$ cat src/rtl/core/lsc_pkg.sv
// ----------------------------------------------------------------------------
// lsc_pkg
// Shared widths, codes and the segment record for the window clipper.
// ----------------------------------------------------------------------------
`default_nettype none

package lsc_pkg;

    localparam int COORD_BITS  = 20;
    localparam int T_FRAC_BITS = 16;
    localparam int DIFF_BITS   = COORD_BITS + 1;
    localparam int REM_BITS    = DIFF_BITS + 1;
    localparam int Q_BITS      = T_FRAC_BITS + 1;
    localparam int PROD_BITS   = Q_BITS + DIFF_BITS;
    localparam int N_LANES     = 4;
    localparam int SMALL_SCALE = 100000;
    localparam int SMALL_BITS  = 17;
    localparam int SMALL_PBITS = DIFF_BITS + SMALL_BITS;
    localparam int CFG_IDX_BITS = 2;

    localparam logic [CFG_IDX_BITS-1:0] REG_LEFT   = 2'd0;
    localparam logic [CFG_IDX_BITS-1:0] REG_BOTTOM = 2'd1;
    localparam logic [CFG_IDX_BITS-1:0] REG_RIGHT  = 2'd2;
    localparam logic [CFG_IDX_BITS-1:0] REG_TOP    = 2'd3;

    localparam int LANE_LEFT   = 0;
    localparam int LANE_TOP    = 1;
    localparam int LANE_RIGHT  = 2;
    localparam int LANE_BOTTOM = 3;

    localparam logic [3:0] OC_RIGHT = 4'b0001;
    localparam logic [3:0] OC_BELOW = 4'b0010;
    localparam logic [3:0] OC_ABOVE = 4'b0100;
    localparam logic [3:0] OC_LEFT  = 4'b1000;

    localparam logic [Q_BITS-1:0] T_ONE = Q_BITS'(1) << T_FRAC_BITS;
    localparam logic [Q_BITS-1:0] T_SAT = {Q_BITS{1'b1}};
    localparam logic [PROD_BITS-1:0] T_HALF = PROD_BITS'(1) << (T_FRAC_BITS - 1);

    typedef logic signed [COORD_BITS-1:0] t_coord;
    typedef logic signed [DIFF_BITS-1:0]  t_diff;
    typedef logic [DIFF_BITS-1:0]         t_mag;
    typedef logic [REM_BITS-1:0]          t_rem;
    typedef logic [Q_BITS-1:0]            t_quo;

    typedef struct packed {
        t_coord               x1;
        t_coord               y1;
        t_coord               x2;
        t_coord               y2;
        t_diff                dx;
        t_diff                dy;
        logic                 all_in;
        logic                 reject;
        logic [N_LANES-1:0]   skip;
        logic [N_LANES-1:0]   small_t;
        logic [N_LANES-1:0]   opp;
        logic [N_LANES-1:0]   dneg;
        logic [N_LANES-1:0]   sat;
        t_mag [N_LANES-1:0]   ad;
        t_rem [N_LANES-1:0]   rem;
        t_quo [N_LANES-1:0]   quo;
    } t_seg;

endpackage

`default_nettype wire

$ cat src/rtl/core/lsc_front.sv
// ----------------------------------------------------------------------------
// lsc_front
// Input register, outcodes, border differences and divider seed per lane.
// ----------------------------------------------------------------------------
`default_nettype none

module lsc_front import lsc_pkg::*; (
    input  wire logic   i_clk,
    input  wire logic   i_rst_n,
    input  wire logic   i_adv,
    input  wire logic   i_valid,
    input  wire t_coord i_x1,
    input  wire t_coord i_y1,
    input  wire t_coord i_x2,
    input  wire t_coord i_y2,
    input  wire t_coord i_left,
    input  wire t_coord i_bottom,
    input  wire t_coord i_right,
    input  wire t_coord i_top,
    output logic        o_valid,
    output t_seg        o_seg
);

    logic   r_v;
    t_coord r_x1, r_y1, r_x2, r_y2;

    always_ff @(posedge i_clk) begin
        if (!i_rst_n) begin
            r_v <= 1'b0;
        end else if (i_adv) begin
            r_v <= i_valid;
        end
    end

    always_ff @(posedge i_clk) begin
        if (i_adv) begin
            r_x1 <= i_x1;
            r_y1 <= i_y1;
            r_x2 <= i_x2;
            r_y2 <= i_y2;
        end
    end

    logic [3:0]                   c1, c2;
    t_diff                        dx, dy;
    t_diff [N_LANES-1:0]          delta, diff;
    t_mag                         af;
    logic [SMALL_PBITS-1:0]       sprod;

    always_comb begin
        c1 = 4'b0;
        c2 = 4'b0;
        if (r_x1 < i_left) c1 = c1 | OC_LEFT;
        else if (r_x1 > i_right) c1 = c1 | OC_RIGHT;
        if (r_y1 < i_bottom) c1 = c1 | OC_BELOW;
        else if (r_y1 > i_top) c1 = c1 | OC_ABOVE;
        if (r_x2 < i_left) c2 = c2 | OC_LEFT;
        else if (r_x2 > i_right) c2 = c2 | OC_RIGHT;
        if (r_y2 < i_bottom) c2 = c2 | OC_BELOW;
        else if (r_y2 > i_top) c2 = c2 | OC_ABOVE;

        dx = t_diff'(r_x2) - t_diff'(r_x1);
        dy = t_diff'(r_y2) - t_diff'(r_y1);
        delta[LANE_LEFT]   = -dx;
        diff[LANE_LEFT]    = t_diff'(r_x1) - t_diff'(i_left);
        delta[LANE_TOP]    = dy;
        diff[LANE_TOP]     = t_diff'(i_top) - t_diff'(r_y1);
        delta[LANE_RIGHT]  = dx;
        diff[LANE_RIGHT]   = t_diff'(i_right) - t_diff'(r_x1);
        delta[LANE_BOTTOM] = -dy;
        diff[LANE_BOTTOM]  = t_diff'(r_y1) - t_diff'(i_bottom);

        o_seg        = '0;
        o_seg.x1     = r_x1;
        o_seg.y1     = r_y1;
        o_seg.x2     = r_x2;
        o_seg.y2     = r_y2;
        o_seg.dx     = dx;
        o_seg.dy     = dy;
        o_seg.all_in = ((c1 | c2) == 4'b0);
        o_seg.reject = ((c1 & c2) != 4'b0);
        o_seg.skip[LANE_LEFT]   = (dx == '0);
        o_seg.skip[LANE_RIGHT]  = (dx == '0);
        o_seg.skip[LANE_TOP]    = (dy == '0);
        o_seg.skip[LANE_BOTTOM] = (dy == '0);
        af    = '0;
        sprod = '0;
        for (int k = 0; k < N_LANES; k++) begin
            af = diff[k][DIFF_BITS-1] ? t_mag'(-diff[k]) : t_mag'(diff[k]);
            o_seg.ad[k] = delta[k][DIFF_BITS-1] ? t_mag'(-delta[k]) : t_mag'(delta[k]);
            sprod = SMALL_PBITS'(af) * SMALL_PBITS'(SMALL_SCALE);
            o_seg.small_t[k] = (sprod < SMALL_PBITS'(o_seg.ad[k]));
            o_seg.dneg[k]    = delta[k][DIFF_BITS-1];
            o_seg.opp[k]     = delta[k][DIFF_BITS-1] != diff[k][DIFF_BITS-1];
            o_seg.sat[k]     = ({1'b0, af} >= {o_seg.ad[k], 1'b0});
            o_seg.rem[k]     = {1'b0, af};
            o_seg.quo[k]     = '0;
        end
    end

    assign o_valid = r_v;

endmodule

`default_nettype wire

$ cat config.mk
export PLATFORM = sky130hd
export DESIGN_NAME = lsc_front
export DESIGN_NICKNAME = d
export VERILOG_FILES = /design/src/rtl/core/lsc_pkg.sv /design/src/rtl/core/lsc_front.sv
export SDC_FILE = /design/constraint.sdc
export NUM_CORES = 2
export LEC_CHECK = 0
export ABC_AREA = 1
export BUFFER_PORTS_ARGS = -buffer_cell sky130_fd_sc_hd__buf_2
export CAP_MARGIN = 40
export CORE_MARGIN = 2
export CORE_UTILIZATION = 60
export CTS_CLUSTER_SIZE = 10
export DETAILED_ROUTE_END_ITERATION = 12
export PLACE_DENSITY = 0.83
export SLEW_MARGIN = 40
export SYNTH_ARGS = -nofsm -noshare
export SYNTH_HDL_FRONTEND = slang
export SYNTH_SLANG_ARGS = --single-unit
$ cat constraint.sdc
create_clock -name i_clk -period 27.3 [get_ports i_clk]
set_input_delay 4.095 -clock i_clk [delete_from_list [all_inputs] [get_ports i_clk]]
set_output_delay 4.095 -clock i_clk [all_outputs]
set_load 0.01 [all_outputs]
## Word level (Yosys, flattened, before mapping)

Index checks and enable logic that the tools add are counted.

- Register bits: 81
- Latch bits: 0
- Bits in writable memories: 0
- ROM bits: 0
- Bits of input ports: 164
- Output and inout bits: 385
- Word-level logic and storage cells: 65
- Memories kept: 0

- Add/sub/neg operators: 14
- Multipliers: 4
- Divide/modulo/power cells: 0
- $lt $le $gt $ge: 16
- Equal/unequal tests: 4
- Shift operators: 0
- Muxes and demuxes: 16
- Bitwise logic cells: 2
- Reduce and logical (&&, ||, !) cells: 4

Operators by type and width:

| operator | count |
|---|---|
| 2-to-1 mux 21 bit | 8 |
| negation 21 bit | 8 |
| less-than comparator 38 x 21 -> 1 bit | 4 |
| multiplier 21 x 12 -> 33 bit (second input constant) | 4 |
| subtractor 20 x 20 -> 21 bit | 6 |
| greater-or-equal comparator 21 x 22 -> 1 bit | 4 |
| greater-than comparator 20 bit | 4 |
| less-than comparator 20 bit | 4 |
| zero test 21 bit | 2 |
| 2-to-1 mux 3 bit | 4 |
| 2-to-1 mux 4 bit | 2 |
| bitwise AND 4 bit | 1 |
| zero test 4 bit | 1 |
| != test 1 bit | 4 |
| bitwise OR 4 bit | 1 |
| nonzero test 4 bit | 1 |
| 2-to-1 mux 1 bit | 2 |

## Longest topological paths before layout

- Depth after elaboration: 7
- Depth in mapped cells: 48
- Depth with buffers taken out: 48

## Worst setup path after synthesis

Ideal clock, no wire load.

- Kind: input port to output port
- Start point: input i_left[0]
- End point: output o_seg[252] (netlist name)
- Arrival: 11.130 ns
- Required time: 23.205 ns
- Path slack: 12.075 ns
- Stages on the path: 40
- Buffers on the path: 2
- Cells stage by stage: ha_1 fa_1 inv_1 nand3_1 nand3_1 nand2_1 nand2_1 nand3_1 nand2_1 nand2_1 o211ai_1 nand2_1 buf_1 inv_1 clkbuf_1 nor2_1 xor2_1 ha_1 [... 4 more ...] fa_1 inv_1 fa_1 inv_1 ha_1 a21oi_1 o21ai_0 a21oi_1 nand3_1 nand2_1 o211ai_1 a21boi_0 o21bai_1 and2_1 o21bai_1 nand2_1 xor2_1 nor3_1

RTL lines:

| element | line | source |
|---|---|---|
| from (decl) | lsc_front.sv:16 | `input wire t_coord i_left,` |
| to (decl) | lsc_front.sv:21 | `output t_seg o_seg` |

==> flow_summary.toml <==
[sta]
whs_ps = 565.7
hold_viol_final = 0
setup_viol = 0
period_needed_ps = 16840
slew_headroom = 0.4429
slew_violations = 0
timing.fmax_mhz = 59.39
fin_skew_ps = 0
rsz0062_at_grt = "no"
fin_crit_sh = 0.6168
worst_slew_pin_slew_ps = 832.8
tns_ps = 0

[clocking]
htree_num_levels = 3
cts_tree = "yes"
cts_buffer_depth = 2
clk-insertion-delay-late_ps = 420
post_cts_buffers = 0
root_buffer = "clkbuf_16"
clk_pin_slew_ps = 100
numCtsBuffers = 9
ctsResizeCount = 0
cts.sinks = 81
postCtsHoldBufs = 0

[setup_path]
end_kind = "output port"
cp_slowest_stage_delay_ps = 580
critPathBufInv = 9
required_ps = 23200
slowest_stage = "xor2_1"
critPathMostFrequentCell = "nand2_1"
critPathArrivalTime_ps = 12740
rr_startpoint = "o_valid$_SDFFE_PN0P_"
cp_num_cells = 42
rr_worst_depth = 2
startpoint_type = "input port"
reg2reg_slack_ps = 26620
crit_family = "adder cells"
critPathMaxFanout = 22
r2r_end = "o_valid$_SDFFE_PN0P_"
path_class = "in -> out"

[drt]
drc = 0
ant_nets = 0
vias = 37126
routed_wl_um = 123900
drtIter0Drc = 2897
via_per_inst = 5.473
wl_per_cell_um = 18.27
drt_first_pass_iters = 5

[placement]
place_hpwl_um = 109700
gp_congestion = 1.059
port_buffers = 476

[grt]
grt_max_degree = 48
grt_pass1_vias = 35863
grt_overflow = 0
grt.total_usage = 0.3714
grt_pass1_wl_um = 192600
antenna_found_initial = 18

[hold_path]
hp-class = "reg -> reg"
worstHoldStart = "o_valid$_SDFFE_PN0P_"
hold_depth = 2
hold-path-endpoint = "o_valid$_SDFFE_PN0P_"

[logic_synthesis]
seq_area_frac_synth = 0.06341
ys.flop_type = "edfxtp_1"
ys_types = 74
synth.avg_cell_area_um2 = 7.006
netlist_area_mm2 = 0.03820
synth_edf_count = 80
synth_warnings = 0
async_reset_ff_frac = 0
synthCells = 5453
ys_ff_latch = 81

[cells_and_area]
final_cell_mix = "inv_1 (1287), nand2_1 (1033), ha_1 (810)"
fillCellCount = 5661
area_growth_pct = 9.033
drive_gt1_frac = 0.1095
final_common_cell = "inv_1"
nets = 7150

[floorplanning]
die_h_um = 256.3
core_mm2 = 0.06297
die_w_um = 256.3
boundaryPins = 549
dieArea_mm2 = 0.06570
num_rows = 92
initial_core_util = 0.6067

[outcome]
outcome = "finished clean"

[run]
maxCapViolations = 0
cells in the mapped netlist (4+ instances only):
library cell,number,area share
buf_4,82,0.016
fa_1,254,0.13
a21oi_2,4,0.00092
clkbuf_1,10,0.00098
o21ai_0,188,0.025
o21ai_2,7,0.0016
nor3_1,66,0.0086
a31oi_1,15,0.0025
inv_2,18,0.0018
a21o_1,23,0.0045
o21ai_1,9,0.0012
xnor2_2,6,0.0026
nand3_1,239,0.031
xor2_1,191,0.044
o21bai_1,21,0.0041
nand4_1,95,0.016
a211oi_1,11,0.0022
nand2_2,37,0.0061
a21oi_1,303,0.040
nor4_1,21,0.0034
o31ai_1,6,0.0012
edfxtp_1,80,0.063
o211ai_1,19,0.0037
ha_1,810,0.27
or2_2,14,0.0023
o21a_1,13,0.0026
nand3_2,8,0.0021
xnor2_1,73,0.017
inv_1,1287,0.13
nor2_1,364,0.036
nand3b_1,25,0.0049
a21boi_0,13,0.0026
nand2_1,1033,0.10
nor2_2,22,0.0036
o2111ai_1,5,0.0011
xor2_2,9,0.0038
and2_1,12,0.0020
layer usage:
| metal | vias to the layer above | wire length (um) | track usage |
|---|---|---|---|
| met5 | - | 61 | 0 |
| met4 | 10 | 6484 | 0.1748 |
| met3 | 361 | 10170 | 0.05012 |
| met2 | 1514 | 54640 | 0.5961 |
| met1 | 17047 | 52560 | 0.4947 |
| li1 | 18194 | - | - |
flip-flops by register name (all words and copies together) (netlist names):
name,flops
r_x1,20
r_x2,20
r_y1,20
r_y2,20
o_valid,1
metrics by stage:
stage	cells	worst slack, ps	instance area [um2]	util
6_report	6784	10460	41650	0.6615
5_1_grt	6781	9667	41640	0.6614
4_1_cts	6773	10370	41620	0.6611
3_5_place_dp	6757	10390	41290	0.6557
3_3_place_gp	6757	10540	41280	0.6556
2_1_floorplan	5526	12070	38480	-
cell type report:
type	instances	area, um2	share of cell area
Clock inverter	5	103.9	0.002493
Clock buffer	11	232.7	0.005587
Antenna cell	11	27.53	0.0006609
Inverter	1308	4910	0.1179
Timing Repair Buffer	482	2430	0.05834
Multi-Input combinational cell	4040	30470	0.7315
Tap cell	846	1059	0.02541
Sequential cell	81	2422	0.05816
worst max-delay path by stage:
stage                          start         end  slack, ps
after CTS                 i_right[0]  o_seg[254]      10370
after detailed placement  i_right[0]  o_seg[254]      10390
final                     i_right[0]  o_seg[254]      10460
after global routing      i_right[0]  o_seg[254]       9670
after floorplan            i_left[0]  o_seg[252]      12070
after global placement    i_right[0]  o_seg[254]      10540
cells by family after synthesis:
family,share of synthesized area
AND/OR/NAND/NOR,0.2235
XOR/XNOR,0.06980
adder cells (fa/ha/maj),0.3984
flip-flops,0.06341
other,0.00009816
buffers and inverters,0.1464
AO/OA/AOI/OAI,0.09842
tightest hold or removal path, stage by stage (launching register included):
cell     delay (ps)
dfxtp_1         320
o21ai_0         160
a21oi_1          50
Power is not shown: default switching activity piles up to over one toggle a cycle in this logic, so the estimate is an artifact.
