File: src/rtl/core/lsc_pkg.sv
// ----------------------------------------------------------------------------
// lsc_pkg
// Shared widths, codes and the segment record for the window clipper.
// ----------------------------------------------------------------------------
`default_nettype none

package lsc_pkg;

    localparam int COORD_BITS  = 20;
    localparam int T_FRAC_BITS = 16;
    localparam int DIFF_BITS   = COORD_BITS + 1;
    localparam int REM_BITS    = DIFF_BITS + 1;
    localparam int Q_BITS      = T_FRAC_BITS + 1;
    localparam int PROD_BITS   = Q_BITS + DIFF_BITS;
    localparam int N_LANES     = 4;
    localparam int SMALL_SCALE = 100000;
    localparam int SMALL_BITS  = 17;
    localparam int SMALL_PBITS = DIFF_BITS + SMALL_BITS;
    localparam int CFG_IDX_BITS = 2;

    localparam logic [CFG_IDX_BITS-1:0] REG_LEFT   = 2'd0;
    localparam logic [CFG_IDX_BITS-1:0] REG_BOTTOM = 2'd1;
    localparam logic [CFG_IDX_BITS-1:0] REG_RIGHT  = 2'd2;
    localparam logic [CFG_IDX_BITS-1:0] REG_TOP    = 2'd3;

    localparam int LANE_LEFT   = 0;
    localparam int LANE_TOP    = 1;
    localparam int LANE_RIGHT  = 2;
    localparam int LANE_BOTTOM = 3;

    localparam logic [3:0] OC_RIGHT = 4'b0001;
    localparam logic [3:0] OC_BELOW = 4'b0010;
    localparam logic [3:0] OC_ABOVE = 4'b0100;
    localparam logic [3:0] OC_LEFT  = 4'b1000;

    localparam logic [Q_BITS-1:0] T_ONE = Q_BITS'(1) << T_FRAC_BITS;
    localparam logic [Q_BITS-1:0] T_SAT = {Q_BITS{1'b1}};
    localparam logic [PROD_BITS-1:0] T_HALF = PROD_BITS'(1) << (T_FRAC_BITS - 1);

    typedef logic signed [COORD_BITS-1:0] t_coord;
    typedef logic signed [DIFF_BITS-1:0]  t_diff;
    typedef logic [DIFF_BITS-1:0]         t_mag;
    typedef logic [REM_BITS-1:0]          t_rem;
    typedef logic [Q_BITS-1:0]            t_quo;

    typedef struct packed {
        t_coord               x1;
        t_coord               y1;
        t_coord               x2;
        t_coord               y2;
        t_diff                dx;
        t_diff                dy;
        logic                 all_in;
        logic                 reject;
        logic [N_LANES-1:0]   skip;
        logic [N_LANES-1:0]   small_t;
        logic [N_LANES-1:0]   opp;
        logic [N_LANES-1:0]   dneg;
        logic [N_LANES-1:0]   sat;
        t_mag [N_LANES-1:0]   ad;
        t_rem [N_LANES-1:0]   rem;
        t_quo [N_LANES-1:0]   quo;
    } t_seg;

endpackage

`default_nettype wire

File: src/rtl/core/lsc_back.sv
// ----------------------------------------------------------------------------
// lsc_back
// Border decisions, parameter products and rounded endpoint output.
// ----------------------------------------------------------------------------
`default_nettype none

module lsc_back import lsc_pkg::*; (
    input  wire logic i_clk,
    input  wire logic i_rst_n,
    input  wire logic i_adv,
    input  wire logic i_valid,
    input  wire t_seg i_seg,
    output logic      o_valid,
    output logic      o_visible,
    output t_coord    o_sx,
    output t_coord    o_sy,
    output t_coord    o_ex,
    output t_coord    o_ey
);

    // decision stage
    logic  ok;
    t_quo  te, tl, tk;

    always_comb begin
        ok = 1'b1;
        te = '0;
        tl = T_ONE;
        tk = '0;
        for (int k = 0; k < N_LANES; k++) begin
            tk = i_seg.sat[k] ? T_SAT : i_seg.quo[k];
            if (ok && !i_seg.skip[k]) begin
                if (i_seg.small_t[k]) begin
                    ok = 1'b0;
                end else if (i_seg.opp[k]) begin
                    ok = i_seg.dneg[k];
                end else if (i_seg.dneg[k]) begin
                    if (tk > tl) ok = 1'b0;
                    else if (tk > te) te = tk;
                end else begin
                    if (tk < te) ok = 1'b0;
                    else if (tk < tl) tl = tk;
                end
            end
        end
    end

    logic   r_d_v, r_d_vis, r_d_in;
    t_quo   r_d_te, r_d_tl;
    t_coord r_d_x1, r_d_y1, r_d_x2, r_d_y2;
    t_diff  r_d_dx, r_d_dy;

    always_ff @(posedge i_clk) begin
        if (!i_rst_n) begin
            r_d_v <= 1'b0;
        end else if (i_adv) begin
            r_d_v <= i_valid;
        end
    end

    always_ff @(posedge i_clk) begin
        if (i_adv) begin
            r_d_vis <= i_seg.all_in | (!i_seg.reject & ok);
            r_d_in  <= i_seg.all_in;
            r_d_te  <= te;
            r_d_tl  <= tl;
            r_d_x1  <= i_seg.x1;
            r_d_y1  <= i_seg.y1;
            r_d_x2  <= i_seg.x2;
            r_d_y2  <= i_seg.y2;
            r_d_dx  <= i_seg.dx;
            r_d_dy  <= i_seg.dy;
        end
    end

    // product stage
    t_mag mdx, mdy;
    assign mdx = r_d_dx[DIFF_BITS-1] ? t_mag'(-r_d_dx) : t_mag'(r_d_dx);
    assign mdy = r_d_dy[DIFF_BITS-1] ? t_mag'(-r_d_dy) : t_mag'(r_d_dy);

    logic                 r_m_v, r_m_vis, r_m_in, r_m_nx, r_m_ny;
    logic [PROD_BITS-1:0] r_m_sx, r_m_sy, r_m_ex, r_m_ey;
    t_coord               r_m_x1, r_m_y1, r_m_x2, r_m_y2;

    always_ff @(posedge i_clk) begin
        if (!i_rst_n) begin
            r_m_v <= 1'b0;
        end else if (i_adv) begin
            r_m_v <= r_d_v;
        end
    end

    always_ff @(posedge i_clk) begin
        if (i_adv) begin
            r_m_vis <= r_d_vis;
            r_m_in  <= r_d_in;
            r_m_nx  <= r_d_dx[DIFF_BITS-1];
            r_m_ny  <= r_d_dy[DIFF_BITS-1];
            r_m_sx  <= PROD_BITS'(r_d_te) * PROD_BITS'(mdx);
            r_m_sy  <= PROD_BITS'(r_d_te) * PROD_BITS'(mdy);
            r_m_ex  <= PROD_BITS'(r_d_tl) * PROD_BITS'(mdx);
            r_m_ey  <= PROD_BITS'(r_d_tl) * PROD_BITS'(mdy);
            r_m_x1  <= r_d_x1;
            r_m_y1  <= r_d_y1;
            r_m_x2  <= r_d_x2;
            r_m_y2  <= r_d_y2;
        end
    end

    // output stage
    function automatic t_coord f_along(t_coord base, logic neg, logic [PROD_BITS-1:0] p);
        logic [PROD_BITS-1:0] r;
        r = (p + T_HALF) >> T_FRAC_BITS;
        return neg ? t_coord'(base - COORD_BITS'(r)) : t_coord'(base + COORD_BITS'(r));
    endfunction

    logic   r_o_v, r_o_vis;
    t_coord r_o_sx, r_o_sy, r_o_ex, r_o_ey;

    always_ff @(posedge i_clk) begin
        if (!i_rst_n) begin
            r_o_v <= 1'b0;
        end else if (i_adv) begin
            r_o_v <= r_m_v;
        end
    end

    always_ff @(posedge i_clk) begin
        if (i_adv) begin
            r_o_vis <= r_m_vis;
            if (!r_m_vis) begin
                r_o_sx <= '0;
                r_o_sy <= '0;
                r_o_ex <= '0;
                r_o_ey <= '0;
            end else if (r_m_in) begin
                r_o_sx <= r_m_x1;
                r_o_sy <= r_m_y1;
                r_o_ex <= r_m_x2;
                r_o_ey <= r_m_y2;
            end else begin
                r_o_sx <= f_along(r_m_x1, r_m_nx, r_m_sx);
                r_o_sy <= f_along(r_m_y1, r_m_ny, r_m_sy);
                r_o_ex <= f_along(r_m_x1, r_m_nx, r_m_ex);
                r_o_ey <= f_along(r_m_y1, r_m_ny, r_m_ey);
            end
        end
    end

    assign o_valid   = r_o_v;
    assign o_visible = r_o_vis;
    assign o_sx      = r_o_sx;
    assign o_sy      = r_o_sy;
    assign o_ex      = r_o_ex;
    assign o_ey      = r_o_ey;

endmodule

`default_nettype wire

File: config.mk
export PLATFORM = sky130hd
export DESIGN_NAME = lsc_back
export DESIGN_NICKNAME = d
export VERILOG_FILES = /design/src/rtl/core/lsc_pkg.sv /design/src/rtl/core/lsc_back.sv
export SDC_FILE = /design/constraint.sdc
export NUM_CORES = 2
export LEC_CHECK = 0
export BUFFER_PORTS_ARGS = -buffer_cell sky130_fd_sc_hd__buf_2
export CAP_MARGIN = 25
export CORE_ASPECT_RATIO = 1.4
export CORE_MARGIN = 2
export CORE_UTILIZATION = 63
export DETAILED_ROUTE_END_ITERATION = 10
export GPL_TIMING_DRIVEN = 0
export PLACE_DENSITY = 0.86
export SETUP_SLACK_MARGIN = 0.02
export SYNTH_ARGS = -nofsm -noshare
export SYNTH_HDL_FRONTEND = slang
export SYNTH_SLANG_ARGS = --single-unit
File: constraint.sdc
create_clock -name i_clk -period 19.4 [get_ports i_clk]
set_input_delay 0.97 -clock i_clk [delete_from_list [all_inputs] [get_ports i_clk]]
set_output_delay 0.97 -clock i_clk [all_outputs]
set_load 0.02 [all_outputs]
# --- Word-level counts from Yosys, hierarchy flattened ---
# Index checks and enable logic that the tools add are counted.
# W data, S select, Z words.
classes:
  addsub: 14
  multipliers: 4
  order_cmp: 16
  muxes: 86
  bitwise_logic: 2
  reduce_logical: 7
op_table:
  columns: ["operator", "count"]
  rows:
  - ["$mux W17", 52]
  - ["$mux W20", 8]
  - ["$add A36 B16 Y36 const B", 4]
  - ["$mul A17 B21 Y36", 4]
  - ["$gt A17 B17 Y1", 6]
  - ["$lt A17 B17 Y1", 6]
  - ["$add A20 B20 Y20", 4]
  - ["$sub A20 B20 Y20", 4]
  - ["$mux W21", 2]
  - ["$neg A21 Y21", 2]
  - ["$mux W1", 24]
  - ["$gt A17 B1 Y1 const B", 1]
  - ["$gt A17 B17 Y1 const B", 1]
  - ["$lt A17 B1 Y1 const B", 1]
  - ["$lt A17 B17 Y1 const B", 1]
  - ["$logic_not A1 Y1", 4]
  - ["$logic_and A1 B1 Y1", 3]
  - ["$and A1 B1 Y1", 1]
  - ["$or A1 B1 Y1", 1]
word_totals:
  reg_bits: 470
  inputBits: 388
  word_cells: 159

# --- Logic depth before layout (Yosys ltp) ---
depth:
  ltp_word: 30
  ltp_mapped: 42
  depth_no_buf: 37

# --- Worst setup path before layout ---
# No wires, ideal clock.
synth_timing:
  path_kind: "input port to flip-flop"
  from: "in i_seg[8] (netlist name)"
  to: "reg r_d_tl[13], data pin"
  t_arrival_ns: 9.062
  required_ns: 19.138
  setup_slack_ns: 10.076
  cell_stages: 40
  cell_sequence: "nor4_1 > nand4_1 > nor4_2 > xor2_1 > and3_1 > clkbuf_1 > o21ai_0 > ha_1 > a211o_1 > o221ai_1 > a21oi_1 > o41ai_1 > a2111oi_4 > nand4_2 > buf_2 > mux2_2 > ha_1 > a21o_1 > [... 4 more ...] > o21ai_0 > a2111oi_2 > o2111ai_2 > buf_2 > mux2_2 > ha_1 > nor2b_1 > o21ai_0 > nand2b_1 > a21oi_1 > nor2b_1 > o21ai_0 > a211o_1 > a2111o_1 > or4_1 > buf_2 > buf_6 > mux2i_1"
synth_between:
  elab_chain_len: 29
  elab_cells_between_ends: 78
synth_lines:
  columns: ["element", "line", "source"]
  rows:
  - ["from (decl)", "lsc_back.sv:12", "input wire t_seg i_seg,"]
  - ["$mux W17 (*)", "lsc_back.sv:31", "tk = i_seg.sat[k] ? T_SAT : i_seg.quo[k];"]
  - ["$lt A17 B17 Y1", "lsc_back.sv:42", "else if (tk < tl) tl = tk;"]
  - ["$mux W17", "lsc_back.sv:42", null]
  - ["$mux W17", "lsc_back.sv:41", "if (tk < te) ok = 1'b0;"]
  - ["$mux W17", "lsc_back.sv:37", "end else if (i_seg.dneg[k]) begin"]
  - ["$mux W17", "lsc_back.sv:35", "end else if (i_seg.opp[k]) begin"]
  - ["$mux W17", "lsc_back.sv:33", "if (i_seg.small_t[k]) begin"]
  - ["$mux W17", "lsc_back.sv:32", "if (ok && !i_seg.skip[k]) begin"]
  - ["[... 14 more ...]", null, null]
  - ["$lt A17 B17 Y1", "lsc_back.sv:42", null]
  - ["$mux W17", "lsc_back.sv:42", null]
  - ["$mux W17", "lsc_back.sv:41", null]
  - ["$mux W17", "lsc_back.sv:37", null]
  - ["$mux W17", "lsc_back.sv:35", null]
  - ["$mux W17", "lsc_back.sv:33", null]
  - ["$mux W17 (*)", "lsc_back.sv:32", null]
  - ["net tl[13]", "lsc_back.sv:23", "t_quo te, tl, tk;"]
  - ["to (signal assigned)", "lsc_back.sv:66", "r_d_tl <= tl;"]
  - ["to (decl)", "lsc_back.sv:49", "t_quo r_d_te, r_d_tl;"]
# Mark *: on every way through the listed nets, which the timed path passes. The rest lies on a longest branch.
# A chain may end at the register's enable or synchronous reset.

# --- Worst setup path after layout ---
layout_timing:
  from: "in i_seg[1] (netlist name)"
  to: "reg r_d_tl[15], data pin"
# Same word-level chain as after synthesis.

==> impl_metrics.csv <==
group,metric,value,unit
synthesis,syn_nets,9353,
clock_network,clock-root-buffer,"clkbuf_16",
global_route,grt_pass1_wl,337,mm
drt,drtPass1Iterations,9,
global_route,grt_max_degree,138,
synthesis,async_flop_share,0,
clock_network,post_cts_buffers,0,
synthesis,synthMuxAreaShare,0.0188,
clock_network,cts_resized,0,
synthesis,avgSynthCellArea,9.38,um2
clock_network,clk_pin_slew,0.07,ns
final_layout,multi_input_area,49400,um2
drt,drt_iter0_markers,4635,
synthesis,yosysMostFrequentCell,"inv_1",
synthesis,synth_edf_count,407,
die,start_util,0.635,
synthesis,yosysTopAreaCell,"fa_1",
die,core_area,107000,um2
drt,via_count,54500,
timing,hold_viol,0,
die,die_h,393,um
worst_hold_path,hold_path.class,"reg -> reg",
synthesis,synth.area.top_cells,"fa_1 (33%), edfxtp_1 (18%), ha_1 (11%)",
synthesis,synth_top_family_by_area,"adder cells",
placed_design,place_area,71600,um2
die,rows,142,
timing,period_minus_slack,11.34,ns
final_layout,drive_above_1_share,0.0698,
final_layout,area_growth,7.73,%
global_route,met1_usage,0.466,
worst_setup_path,slowest_stage,"nor4_1",
global_route,antenna_found_initial,19,
timing,worstMarginPinSlew,1.18,ns
worst_setup_path,critPathLaunchType,"input port",
clock_network,clk_latency,0.65,ns
final_layout,n_fill_cell,8379,
status,violations,"DRC",
global_route,busiest_layer,"met2",
synthesis,synthCells,7253,
synthesis,ys_warn_count,0,
final_layout,regArea,12300,um2
synthesis,synth_area,68100,um2
drt,antenna_left,0,
clock_network,ctsLongestPathBuffers,3,
timing,fmax,88.2,MHz
drt,remaining_drc_errors,2,
synthesis,synthAdderAreaFrac,0.439,
worst_setup_path,max_stage_delay,0.60,ns
synthesis,synth_compound_area_frac,0.0645,
drt,wire_per_inst,24.8,um
placed_design,dp_hpwl,184,mm
synthesis,synth_top_area_share,0.332,
global_route,grt.met3_usage,0.102,
synthesis,synth_cell_types,93,
clock_network,cts.sinks,410,
timing,setup_tns,0,ns
die,ios,470,
timing,maxSlewViolCount,0,
synthesis,synth-seq-cells,410,
placed_design,io_buffers,294,
global_route,grt_pass1_vias,57000,
global_route,grt_overflow_total,0,
placed_design,gp_congestion,1.08,
global_route,grtUsageTotal,0.417,
clock_network,cts-buffers-inserted,43,
clock_network,h-tree-depth,2,
worst_setup_path,crit_required,19.84,ns
synthesis,synth_xor_xnor_area_share,0.0450,
synthesis,ys_dominant_reg_cell,"edfxtp_1",
die,die_w,282,um
timing,fin_crit_sh,0.585,
synthesis,ys_seq_area_frac,0.180,
timing,rsz0062_at_grt,"no",
timing,max-slew-margin-rel,0.211,
timing,setup_violations,0,
drt,wl,226,mm
worst_setup_path,crit_fanout,10,
worst_setup_path,worstPathArrival,11.78,ns
status,status,"finished with violations",
clock_network,cts-hold-fix-buffers,0,
clock_network,cts_tree,"built",
final_layout,nets,9728,
job,drv_cap,0,
die,die-area,111000,um2
global_route,grt_use_met2,0.667,
worst_setup_path,crit_path_end_kind,"flip-flop",
worst_setup_path,path_class,"in -> reg",
synthesis,synth_common_cells,"inv_1 (1,334), nand2_1 (1,196), fa_1 (1,128)",
final_layout,fin_area,73300,um2
timing,fin_worst_skew,0.0418,ns
drt,vias_per_cell,5.98,
synthesis,synth-simple-area-share,0.158,
## worst max-delay path, delay by kind of cell
kind	cells	cell delay, ns
muxes	3	1.00
buffers and inverters	6	1.68
xor gates and xnor gates	1	0.17
and+or+nand+nor	10	3.21
adders and majority gates	3	1.03
AOI/OAI and AO/OA	14	3.70
## final cells by class
type | instances | share of cell area
diodes | 14 | 0.000478
plain buffers | 367 | 0.0193
clock buffers | 47 | 0.0149
clock inverters | 30 | 0.00512
inverters | 1334 | 0.0683
multi-input cells | 5142 | 0.673
flip-flops and latches | 410 | 0.168
well taps | 1440 | 0.0246
repair buffers | 330 | 0.0265
## state kept, by name, summed over array words and instances, names as in the netlist, 21 cells and up
| register | flops |
|---|---|
| r_m_ex | 21 |
| r_m_sx | 21 |
| r_m_sy | 21 |
| r_d_dy | 21 |
| r_m_ey | 21 |
| r_d_dx | 21 |
## placed cells by master, fill, tap and decap left out, types with 33 or more instances in the layout
cell       Yosys  layout
a21o_1        74      74
a21oi_1      147     147
and2_1       473     473
and3_1        33      33
buf_2         12     305
clkbuf_1     335     339
clkbuf_16      0      43
edfxtp_1     407     407
fa_1        1128    1128
ha_1         584     584
inv_1       1334    1334
mux2_2        70      70
mux2i_1       46      46
nand2_1     1196    1196
nand3_1       83      83
nand4_1       44      44
nor2_1       222     222
nor3_1        54      54
o21a_1        42      42
o21ai_0      204     204
xnor2_1      232     231
xor2_1       116     116
## worst paths after layout
check	from	end	slack (ns)	depth (start not counted)
worst max-delay path	i_seg[1]	r_d_tl[15]$_DFFE_PP_	8.06	37
worst min-delay path	r_d_y2[16]$_DFFE_PP_	r_m_y2[16]$_DFFE_PP_	0.41	0
worst max register to register	r_d_dx[0]$_DFFE_PP_	r_m_sx[33]$_DFFE_PP_	8.20	29
worst min register to register	r_d_y2[16]$_DFFE_PP_	r_m_y2[16]$_DFFE_PP_	0.41	0
## stage by stage
stage,utilization,instances,worst slack (ns),hold slack (ns)
finish,0.684,9114,8.06,0.411
CTS,0.682,9084,8.32,0.406
detailed placement,0.668,9007,7.71,0.405
global route,0.684,9101,7.74,0.410
global placement,0.666,8987,7.74,0.401
floorplan,-,7253,10.08,0.400
## per-layer routing
metal  vias to the layer above  share of wire
li1                      23500              -
met1                     26700           0.33
met2                      3301           0.45
met3                      1048           0.11
met4                        10           0.11
met5                         -        0.00028
## kinds of logic after synthesis
logic type      count (synthesis)
flops                         410
mux                           119
simple gates                 2282
compound gates                680
fa+ha+maj                    1712
buf+inv                      1701
xor+xnor                      349
Power is left out: the tool's default activity adds up to more than one toggle a clock period on the data nets, which glitch-free logic cannot reach.
