## src/rtl/core/lsc_pkg.sv

```systemverilog
// ----------------------------------------------------------------------------
// lsc_pkg
// Shared widths, codes and the segment record for the window clipper.
// ----------------------------------------------------------------------------
`default_nettype none

package lsc_pkg;

    localparam int COORD_BITS  = 20;
    localparam int T_FRAC_BITS = 16;
    localparam int DIFF_BITS   = COORD_BITS + 1;
    localparam int REM_BITS    = DIFF_BITS + 1;
    localparam int Q_BITS      = T_FRAC_BITS + 1;
    localparam int PROD_BITS   = Q_BITS + DIFF_BITS;
    localparam int N_LANES     = 4;
    localparam int SMALL_SCALE = 100000;
    localparam int SMALL_BITS  = 17;
    localparam int SMALL_PBITS = DIFF_BITS + SMALL_BITS;
    localparam int CFG_IDX_BITS = 2;

    localparam logic [CFG_IDX_BITS-1:0] REG_LEFT   = 2'd0;
    localparam logic [CFG_IDX_BITS-1:0] REG_BOTTOM = 2'd1;
    localparam logic [CFG_IDX_BITS-1:0] REG_RIGHT  = 2'd2;
    localparam logic [CFG_IDX_BITS-1:0] REG_TOP    = 2'd3;

    localparam int LANE_LEFT   = 0;
    localparam int LANE_TOP    = 1;
    localparam int LANE_RIGHT  = 2;
    localparam int LANE_BOTTOM = 3;

    localparam logic [3:0] OC_RIGHT = 4'b0001;
    localparam logic [3:0] OC_BELOW = 4'b0010;
    localparam logic [3:0] OC_ABOVE = 4'b0100;
    localparam logic [3:0] OC_LEFT  = 4'b1000;

    localparam logic [Q_BITS-1:0] T_ONE = Q_BITS'(1) << T_FRAC_BITS;
    localparam logic [Q_BITS-1:0] T_SAT = {Q_BITS{1'b1}};
    localparam logic [PROD_BITS-1:0] T_HALF = PROD_BITS'(1) << (T_FRAC_BITS - 1);

    typedef logic signed [COORD_BITS-1:0] t_coord;
    typedef logic signed [DIFF_BITS-1:0]  t_diff;
    typedef logic [DIFF_BITS-1:0]         t_mag;
    typedef logic [REM_BITS-1:0]          t_rem;
    typedef logic [Q_BITS-1:0]            t_quo;

    typedef struct packed {
        t_coord               x1;
        t_coord               y1;
        t_coord               x2;
        t_coord               y2;
        t_diff                dx;
        t_diff                dy;
        logic                 all_in;
        logic                 reject;
        logic [N_LANES-1:0]   skip;
        logic [N_LANES-1:0]   small_t;
        logic [N_LANES-1:0]   opp;
        logic [N_LANES-1:0]   dneg;
        logic [N_LANES-1:0]   sat;
        t_mag [N_LANES-1:0]   ad;
        t_rem [N_LANES-1:0]   rem;
        t_quo [N_LANES-1:0]   quo;
    } t_seg;

endpackage

`default_nettype wire

```

## src/rtl/core/lsc_cell.sv

```systemverilog
// ----------------------------------------------------------------------------
// lsc_cell
// One divider cell: resolves one quotient bit on all four border lanes.
// ----------------------------------------------------------------------------
`default_nettype none

module lsc_cell import lsc_pkg::*; (
    input  wire logic i_clk,
    input  wire logic i_rst_n,
    input  wire logic i_adv,
    input  wire logic i_valid,
    input  wire t_seg i_seg,
    output logic      o_valid,
    output t_seg      o_seg
);

    logic r_v;
    t_seg r_seg;
    t_seg n_seg;
    t_rem trial;
    logic qbit;

    always_comb begin
        n_seg = i_seg;
        trial = '0;
        qbit  = 1'b0;
        for (int k = 0; k < N_LANES; k++) begin
            qbit  = (i_seg.rem[k] >= {1'b0, i_seg.ad[k]});
            trial = qbit ? (i_seg.rem[k] - {1'b0, i_seg.ad[k]}) : i_seg.rem[k];
            n_seg.rem[k] = {trial[REM_BITS-2:0], 1'b0};
            n_seg.quo[k] = {i_seg.quo[k][Q_BITS-2:0], qbit};
        end
    end

    always_ff @(posedge i_clk) begin
        if (!i_rst_n) begin
            r_v <= 1'b0;
        end else if (i_adv) begin
            r_v <= i_valid;
        end
    end

    always_ff @(posedge i_clk) begin
        if (i_adv) begin
            r_seg <= n_seg;
        end
    end

    assign o_valid = r_v;
    assign o_seg   = r_seg;

endmodule

`default_nettype wire

```

## config.mk

```make
export PLATFORM = sky130hd
export DESIGN_NAME = lsc_cell
export DESIGN_NICKNAME = d
export VERILOG_FILES = /design/src/rtl/core/lsc_pkg.sv /design/src/rtl/core/lsc_cell.sv
export SDC_FILE = /design/constraint.sdc
export NUM_CORES = 1
export LEC_CHECK = 0
export ABC_AREA = 1
export BUFFER_PORTS_ARGS = -buffer_cell sky130_fd_sc_hd__buf_2
export CORE_AREA = 2 2 299 301
export DETAILED_ROUTE_END_ITERATION = 6
export DIE_AREA = 0 0 301 303
export RECOVER_POWER = 50
export SETUP_SLACK_MARGIN = 0.15
export SLEW_MARGIN = 20
export SYNTH_ARGS = -nofsm -noshare
export SYNTH_HDL_FRONTEND = slang
export SYNTH_SLANG_ARGS = --single-unit
```

## constraint.sdc

```tcl
create_clock -name i_clk -period 2.9 [get_ports i_clk]
set_clock_uncertainty 0.2 [all_clocks]
set_input_delay 0.435 -clock i_clk [delete_from_list [all_inputs] [get_ports i_clk]]
set_output_delay 0.435 -clock i_clk [all_outputs]
set_load 0.02 [all_outputs]
```

After elaboration in Yosys (flattened, before gate mapping)

Index checks and enable logic that the tools add are counted.

Reduce and logical (&&, ||, !) cells: 0
Divide/modulo/power cells: 0
Shifts and indexed selects: 0
Add/subtract/negate cells: 4
Multiplexer cells: 4
Bitwise gates (word level): 0
$lt $le $gt $ge: 4
Multiply operators: 0
Equal/unequal tests: 0

Operator list:

| cell                                                           | count |
|---|---|
| 22-bit by 21-bit greater-or-equal comparator with 1-bit output | 4 |
| 21-bit two-way mux                                             | 4 |
| 21-bit subtractor                                              | 4 |

Bits in writable memories: 0
Word-level logic and storage cells: 38
Memories: 0
Bits in read-only memories: 0
Bits in latches: 0
Register bits after elaboration: 381

Logic depth before layout (Yosys ltp)

Gate-level depths: netlist of run 1.

Depth in word-level cells: 2
Mapped depth: 16

Worst setup path after synthesis of run 1

Ideal clock, no wire load.

Kind: in2reg
From: input i_seg[134] (netlist bit)
To: register r_seg (netlist bit o_seg[144]) (data pin)
Stages on the path: 15
Data arrival time: 1.900 ns
Required time: 2.448 ns
Path slack: 0.548 ns
Path buffers: 1
Library setup time: 0.252 ns
Path through: inv_1 > ha_1 > inv_1 > fa_1 > nand2_1 > nand2_1 > nand3_1 > nand2_1 > nand2_1 > nand2_1 > nand2_2 > nand2_4 > buf_4 > nand2_1 > nand2_1

RTL lines:

| element                | RTL line       | source |
|---|---|---|
| start: declaration     | lsc_cell.sv:12 | `input wire t_seg i_seg,` |
| end signal: assignment | lsc_cell.sv:45 | `r_seg <= n_seg;` |
| end: declaration       | lsc_cell.sv:18 | `t_seg r_seg;` |

==> out/results.tsv, run 1 <==
metric	value	unit
Pleak	0.0138	uW
Netlist cell types	31	
Combinational Power Share	0.233	
Die Y	303	um
overflow left after global routing	0	
TNS Setup	0	ns
Startpoint Class	primary input	
NetSw	4840	uW
Post-synth ARST share	0	
Synth Register Bits	381	
crit share post-route	0.927	
Design Area, Final	29400	um2
number of port buffers	764	
DRT Wirelength	70100	um
final net count	3575	
top_reg_cell synth	edfxtp_1	
Setup WS pre-CTS	0.130	ns
Detail Placement HPWL	53600	um
TritonCTS Buffers	43	
clk sinks	381	
Synth Instances	1870	
die span in x	301	um
WP data required	3.15	ns
Die ar.	91200	um2
Post-DP Area	24400	um2
switch share	0.297	
Seq/Total Area, Yosys	0.612	
clock network fraction of total power	0.347	
Antenna Nets Post-Route	0	
GP Congestion	0.911	
Inst Count DP	3843	
Max Slew Vio Count	0	
synthesis warning total	0	
final hold viol count	0	
GRT Total Usage	0.146	
cell-internal power	11400	uW
Util after Layout	0.334	
fmax	372	MHz
Worst Tran Pin Value	1.32	ns
vias in the first global route	17500	
number of synthesized flops with an enable pin	380	
wire per inst	16.3	um
first-pass GRT wire length	101000	um
vias per cell	4.00	
critical path class	primary input to register	
Final setup viols	0	
maximum root-to-sink buffer count	3	
CP Data Arrival Time	2.94	ns
clock transition at the registers of the reported paths	0.06	ns
drt first pass iters	5	
CTS tree	built	
crit-path max FO	15	
Setup Fix Bufs, Post-CTS	0	
CP Capture Type	register	
worst min path class	primary input to register	
Avg Cell Area, Syn	9.99	um2
initial antenna violation count	10	
mapped cell area	18700	um2
RSZ-0062 raised after global routing	yes	
largest net degree at the start of global routing	54	
row count	109	
total number of vias	17200	
P per Cell Area	553	nW/um2
proportion of layout cells with a drive suffix above 1	0.264	
core footprint	88000	um2
part of the power in registers	0.420	
IO Pins	773	
Skew-Pair Late Insertion Delay	0.59	ns
drt drc	0	
Initial Utilization	0.212	
maxcap violations	0	
Slew HR	0.121	
status	complete, no violations	
slack of the critical path	0.211	ns
fin cells	4302	
Worst VDD drop	0.000447	V
Initial DRC Count	914	
synthesis-to-layout area growth	57.6	%
clock root buffer	clkbuf_16	
Tmin final	2.69	ns
H-tree Lvls	2	
[power groups by stage]
stage | Clock (uW) | Combinational, uW | Sequential, uW
floorplan | 0 | 1200 | 7620
global placement | 0 | 3380 | 6940
detailed placement | 0 | 3400 | 6940
CTS | 5810 | 3820 | 6840
global route | 6010 | 4140 | 6890
finish | 5640 | 3800 | 6840
[placed cells by master, fill, tap and decap left out, types with 3 or more instances in the layout]
cell type,instances
clkbuf_16,44
a21oi_1,56
nand3_1,115
nand2_2,37
dlygate4sd3_1,376
nor3_1,5
and2_1,3
o21bai_1,8
nor3_2,4
clkbuf_1,136
inv_6,3
and3_1,4
nor2_1,110
nand2_1,644
clkbuf_2,5
diode_2,4
buf_12,12
or2_1,3
edfxtp_1,380
buf_2,647
inv_1,297
xor2_1,33
nand4_1,8
clkinv_1,13
bufinv_16,6
o21ai_0,5
ha_1,82
clkinv_2,8
o21a_1,4
buf_4,26
inv_2,9
nand3b_1,17
nor2_2,6
conb_1,4
or2_2,3
[flip-flops by register name, summed over array words and instances, names as in the netlist]
register  count
o_seg       380
o_valid       1
[critical path, cell delays in order]
cell and delay [ns]:
dlygate4sd3_1 0.54, clkbuf_1 0.14, inv_1 0.07, ha_1 0.34, a21oi_1 0.37, inv_1 0.10
nand2_1 0.09, a21oi_1 0.07, nor2_2 0.22, nand2_8 0.13, inv_2 0.10, buf_12 0.14
nand2_1 0.06, nand2_1 0.13
[cell families after synthesis]
logic type	synth area share
DFF	0.612
other	0.000201
adders and majority gates	0.0606
and+or+nand+nor	0.217
buffers and inverters	0.0725
AOI/OAI and AO/OA	0.0219
xor gates and xnor gates	0.0155
[layout make-up]
type | instances | area (um2)
diodes | 4 | 10.0
clock buffers | 46 | 1110
clock inverters | 33 | 330
fillers | 8974 | 58500
inverters | 307 | 1150
multi-input cells | 1165 | 5950
flip-flops and latches | 381 | 11400
well taps | 1165 | 1460
repair buffers | 1201 | 7980
[synthesized netlist by cell type (5+ instances only)]
master	count	area share
ha_1	84	0.056
a21oi_1	57	0.015
nor3_1	5	0.0013
nand3b_1	17	0.0068
xor2_1	33	0.015
nand2_1	645	0.13
nor2_2	5	0.0017
nand2_2	36	0.012
o21bai_1	8	0.0032
nand4_1	8	0.0027
buf_4	7	0.0028
inv_1	297	0.060
o21ai_0	5	0.0013
edfxtp_1	380	0.61
nor2_1	111	0.022
inv_2	9	0.0018
nand3_1	116	0.031
buf_6	13	0.0078
[what timing repair did]
item	CTS	global route
hold buffers	376	0
setup endpoints to repair	0	53
gates resized for setup	0	10
hold endpoints to repair	375	0
[per-stage QoR]
stage               power (uW)  hold WS [ns]
detailed placement       10300         0.339
CTS                      16500        0.0152
global route             17000        0.0377
floorplan                 8830         0.328
global placement         10300         0.318
finish                   16300        0.0513
[routing by layer]
metal	vias to the layer above	share of wire	track usage
met5	-	0.00059	0
met3	104	0.091	0.0497
met1	7864	0.40	0.170
met2	686	0.47	0.245
met4	6	0.041	0.0620
li1	8544	-	-
[path summary, 6_finish.rpt]
| path | startpoint | slack [ns] | end | depth (start not counted) |
|---|---|---|---|---|
| setup / recovery | i_seg[213] | 0.21 | o_seg[130] | 14 |
| hold / removal | i_seg[90] | 0.05 | o_seg[91] | 3 |
| setup reg to reg | o_valid | 1.48 | o_valid | 3 |
| hold reg to reg | o_valid | 0.93 | o_valid | 3 |
Note: power is estimated with default switching activity, not from simulation.
==> inputs of run 2 (changes only) <==
--- a/config.mk
+++ b/config.mk
@@ -5,11 +5,13 @@
 export SDC_FILE = /design/constraint.sdc
 export NUM_CORES = 1
 export LEC_CHECK = 0
-export ABC_AREA = 1
 export BUFFER_PORTS_ARGS = -buffer_cell sky130_fd_sc_hd__buf_2
+export CELL_PAD_IN_SITES_DETAIL_PLACEMENT = 2
+export CELL_PAD_IN_SITES_GLOBAL_PLACEMENT = 2
 export CORE_AREA = 2 2 299 301
 export DETAILED_ROUTE_END_ITERATION = 6
 export DIE_AREA = 0 0 301 303
+export PLACE_DENSITY_LB_ADDON = 0.1
 export RECOVER_POWER = 50
 export SETUP_SLACK_MARGIN = 0.15
 export SLEW_MARGIN = 20
==> run 2 against run 1 <==
  * Core utilization is 0.065 points lower
  * Die area stayed put
  * First-iteration DRC count is 53% lower
  * Final area is 0.20% lower
  * Fmax is 1.6% lower
  * Setup slack worse by 0.043 ns
  * Combinational power is 8.9% higher
  * Clock power hardly changed
  * Flip-flop and latch count stayed put
==> out/results.tsv, run 2 <==
metric	value	unit	change
PnR Total Power	16600	uW	+2.2%
H-tree Lvls	2		unchanged
crit-path max FO	6		-9
Worst Setup SP	i_seg[172]		
drt first pass iters	4		-1
Die ar.	91200	um2	unchanged
count leader, synth	edfxtp_1		
overflow left after global routing	0		unchanged
Seq/Total Area, Yosys	0.662		+0.0501
FF-to-FF path depth	3		unchanged
Pleak	0.0127	uW	-8.3%
maxcap violations	0		unchanged
status	complete, no violations		
critical path class	primary input to register		
total number of vias	15600		-9.3%
Max Slew Vio Count	0		unchanged
Yosys top cell area share	0.661		+0.0500
Worst VDD drop	0.000396	V	-11%
fmax	366	MHz	-1.6%
vias in the first global route	17600		+0.61%
Reg area	11400	um2	unchanged
Netlist cell types	75		+140%
RSZ-0062 raised after global routing	yes		
Initial Utilization	0.196		-0.0161
core footprint	88000	um2	unchanged
crit path to	o_seg[86]		
die span in x	301	um	unchanged
cell taking the most area after synthesis	edfxtp_1		
DRT Wirelength	79800	um	+14%
CP Data Arrival Time	2.86	ns	-0.08 ns
Post-synth ARST share	0		unchanged
Util after Layout	0.334		-0.000654
IO Pins	773		unchanged
Post-DP Area	24100	um2	-1.2%
number of fill cells	9527		+6.2%
Worst Tran Pin Value	1.47	ns	+0.152 ns
Initial DRC Count	427		-53%
Tmin final	2.73	ns	+0.0429 ns
Final setup viols	0		unchanged
initial antenna violation count	19		+9
Worst Hold Depth	3		unchanged
max reg flops	380		unchanged
Antenna Nets Post-Route	0		unchanged
Design Area, Final	29400	um2	-0.20%
clock root buffer	clkbuf_16		
synthesis-to-layout area growth	70.1	%	
TritonCTS Buffers	48		+12%
synth cell count leaders	edfxtp_1, inv_1, ha_1		
CTS tree	built		
multi-input combinational cell area	5550	um2	-6.8%
Avg Cell Area, Syn	14.0	um2	+41%
WP data required	3.02	ns	-0.13 ns
synthesis warning total	0		unchanged
Reg2Reg Launch Point	o_valid		
Synth Register Bits	381		unchanged
Setup WS pre-CTS	-0.396	ns	-0.527 ns
P per Cell Area	566	nW/um2	+2.4%
final hold viol count	0		unchanged
slack of the critical path	0.168	ns	-0.0429 ns
row count	109		unchanged
Slew HR	0.0198		-0.101
Startpoint Class	primary input		
commonest non-fill, non-tap cell in the layout	buf_2		
CP Capture Type	register		
first-pass GRT wire length	115000	um	+14%
TNS Setup	0	ns	unchanged
top_reg_cell synth	edfxtp_1		
Detail Placement HPWL	62200	um	+16%
Synth area leaders	edfxtp_1, ha_1, inv_1		
wire per inst	21.0	um	+29%
GP Congestion	0.791		-13%
maximum root-to-sink buffer count	3		unchanged
clock transition at the registers of the reported paths	0.06	ns	about the same
clk sinks	381		unchanged
crit share post-route	0.942		+0.0148
Die Y	303	um	unchanged
Skew-Pair Late Insertion Delay	0.60	ns	about the same
flop2flop setup slack	1.54	ns	+0.06 ns
Crit Reg-Reg Endpoint	o_valid		
Synth Instances	1230		-34%
number of port buffers	764		unchanged
number of synthesized flops with an enable pin	380		unchanged
worst min path class	primary input to register		
final net count	3077		-14%
GRT Total Usage	0.169		+0.0227
vias per cell	4.10		+2.5%
proportion of layout cells with a drive suffix above 1	0.399		+0.136
commonest non-fill, non-tap cells in the layout	buf_2, edfxtp_1, dlygate4sd3_1, buf_4, clkbuf_1		
drt drc	0		unchanged
largest net degree at the start of global routing	55		+1.9%
mapped cell area	17300	um2	-7.6%
-- run 2: cell types whose count changed in the layout (fill, tap and decap cells not counted), sizes merged, moves of 23 or more --
| cell | change |
|---|---|
| clkbuf | -23 |
| nor2 | -70 |
| a21o | +31 |
| buf | +186 |
| o21ai | +71 |
| inv | -205 |
| mux2 | +41 |
| nand3 | -99 |
| xnor2 | +38 |
| nand2 | -602 |
-- run 2: power breakdown --
part           total (uW)  internal (uW)  switching, uW
clock                5630           3120           2510
sequential           6860           6710            151
combinational        4140           1800           2340
total               16600          11600           5000
-- run 2: worst max-delay path, stage by stage --
cell and delay, ns:
dlygate4sd3_1 0.54, clkbuf_1 0.12, inv_1 0.05, ha_1 0.34, nand4_1 0.21, nor3_1 0.25
a21o_1 0.23, o22ai_4 0.11, buf_4 0.17, a2111oi_1 0.29, a221oi_1 0.09
-- run 2: worst min path at each step --
stage | from | to | slack [ns]
after CTS | i_seg[68] | o_seg[69] | 0.003
after global placement | o_valid | o_valid | 0.30
after detailed placement | o_valid | o_valid | 0.33
after floorplan | i_seg[9] | o_seg[10] | 0.33
after global routing | i_seg[100] | o_seg[101] | 0.04
final | i_seg[68] | o_seg[69] | 0.06
-- run 2: what timing repair did --
item                                    CTS  global route
hold endpoints to repair                368             0
hold buffers                            369             0
resized for setup                         0            42
setup buffers                             0             9
endpoints found under the setup margin    0            78
-- run 2: final cells by class --
type / instances / share of cell area
Clock buffer: 56 / 0.0419
Antenna cell: 6 / 0.000511
Tap cell: 1165 / 0.0496
Timing Repair Buffer: 1347 / 0.309
Clock inverter: 29 / 0.00665
Multi-Input combinational cell: 719 / 0.189
Sequential cell: 381 / 0.389
Inverter: 104 / 0.0142
-- run 2: kinds of logic (layout without fill, tap and decap cells) --
| group | count (synthesis) | after routing | synth area share |
|---|---|---|---|
| buf+inv | 133 | 1536 | 0.0338 |
| simple gates | 245 | 245 | 0.0703 |
| fa+ha+maj | 88 | 88 | 0.0655 |
| other cells | 1 | 10 | 0.000217 |
| xor+xnor | 61 | 61 | 0.0310 |
| mux | 53 | 53 | 0.0374 |
| flops | 381 | 381 | 0.662 |
| compound gates | 268 | 268 | 0.0995 |
-- run 2: stage by stage --
| step | hold WS [ns] | std cells |
|---|---|---|
| 5_1_grt | 0.0370 | 3804 |
| 6_report | 0.0567 | 3807 |
| 4_1_cts | 0.00255 | 3790 |
| 2_1_floorplan | 0.334 | 1233 |
| 3_5_place_dp | 0.327 | 3336 |
| 3_3_place_gp | 0.297 | 3336 |
-- run 2: metal layers --
| metal | track usage | wire (um) |
|---|---|---|
| met5 | 0 | 141 |
| met4 | 0.0538 | 2350 |
| met3 | 0.0544 | 6040 |
| met2 | 0.314 | 41700 |
| met1 | 0.179 | 29500 |
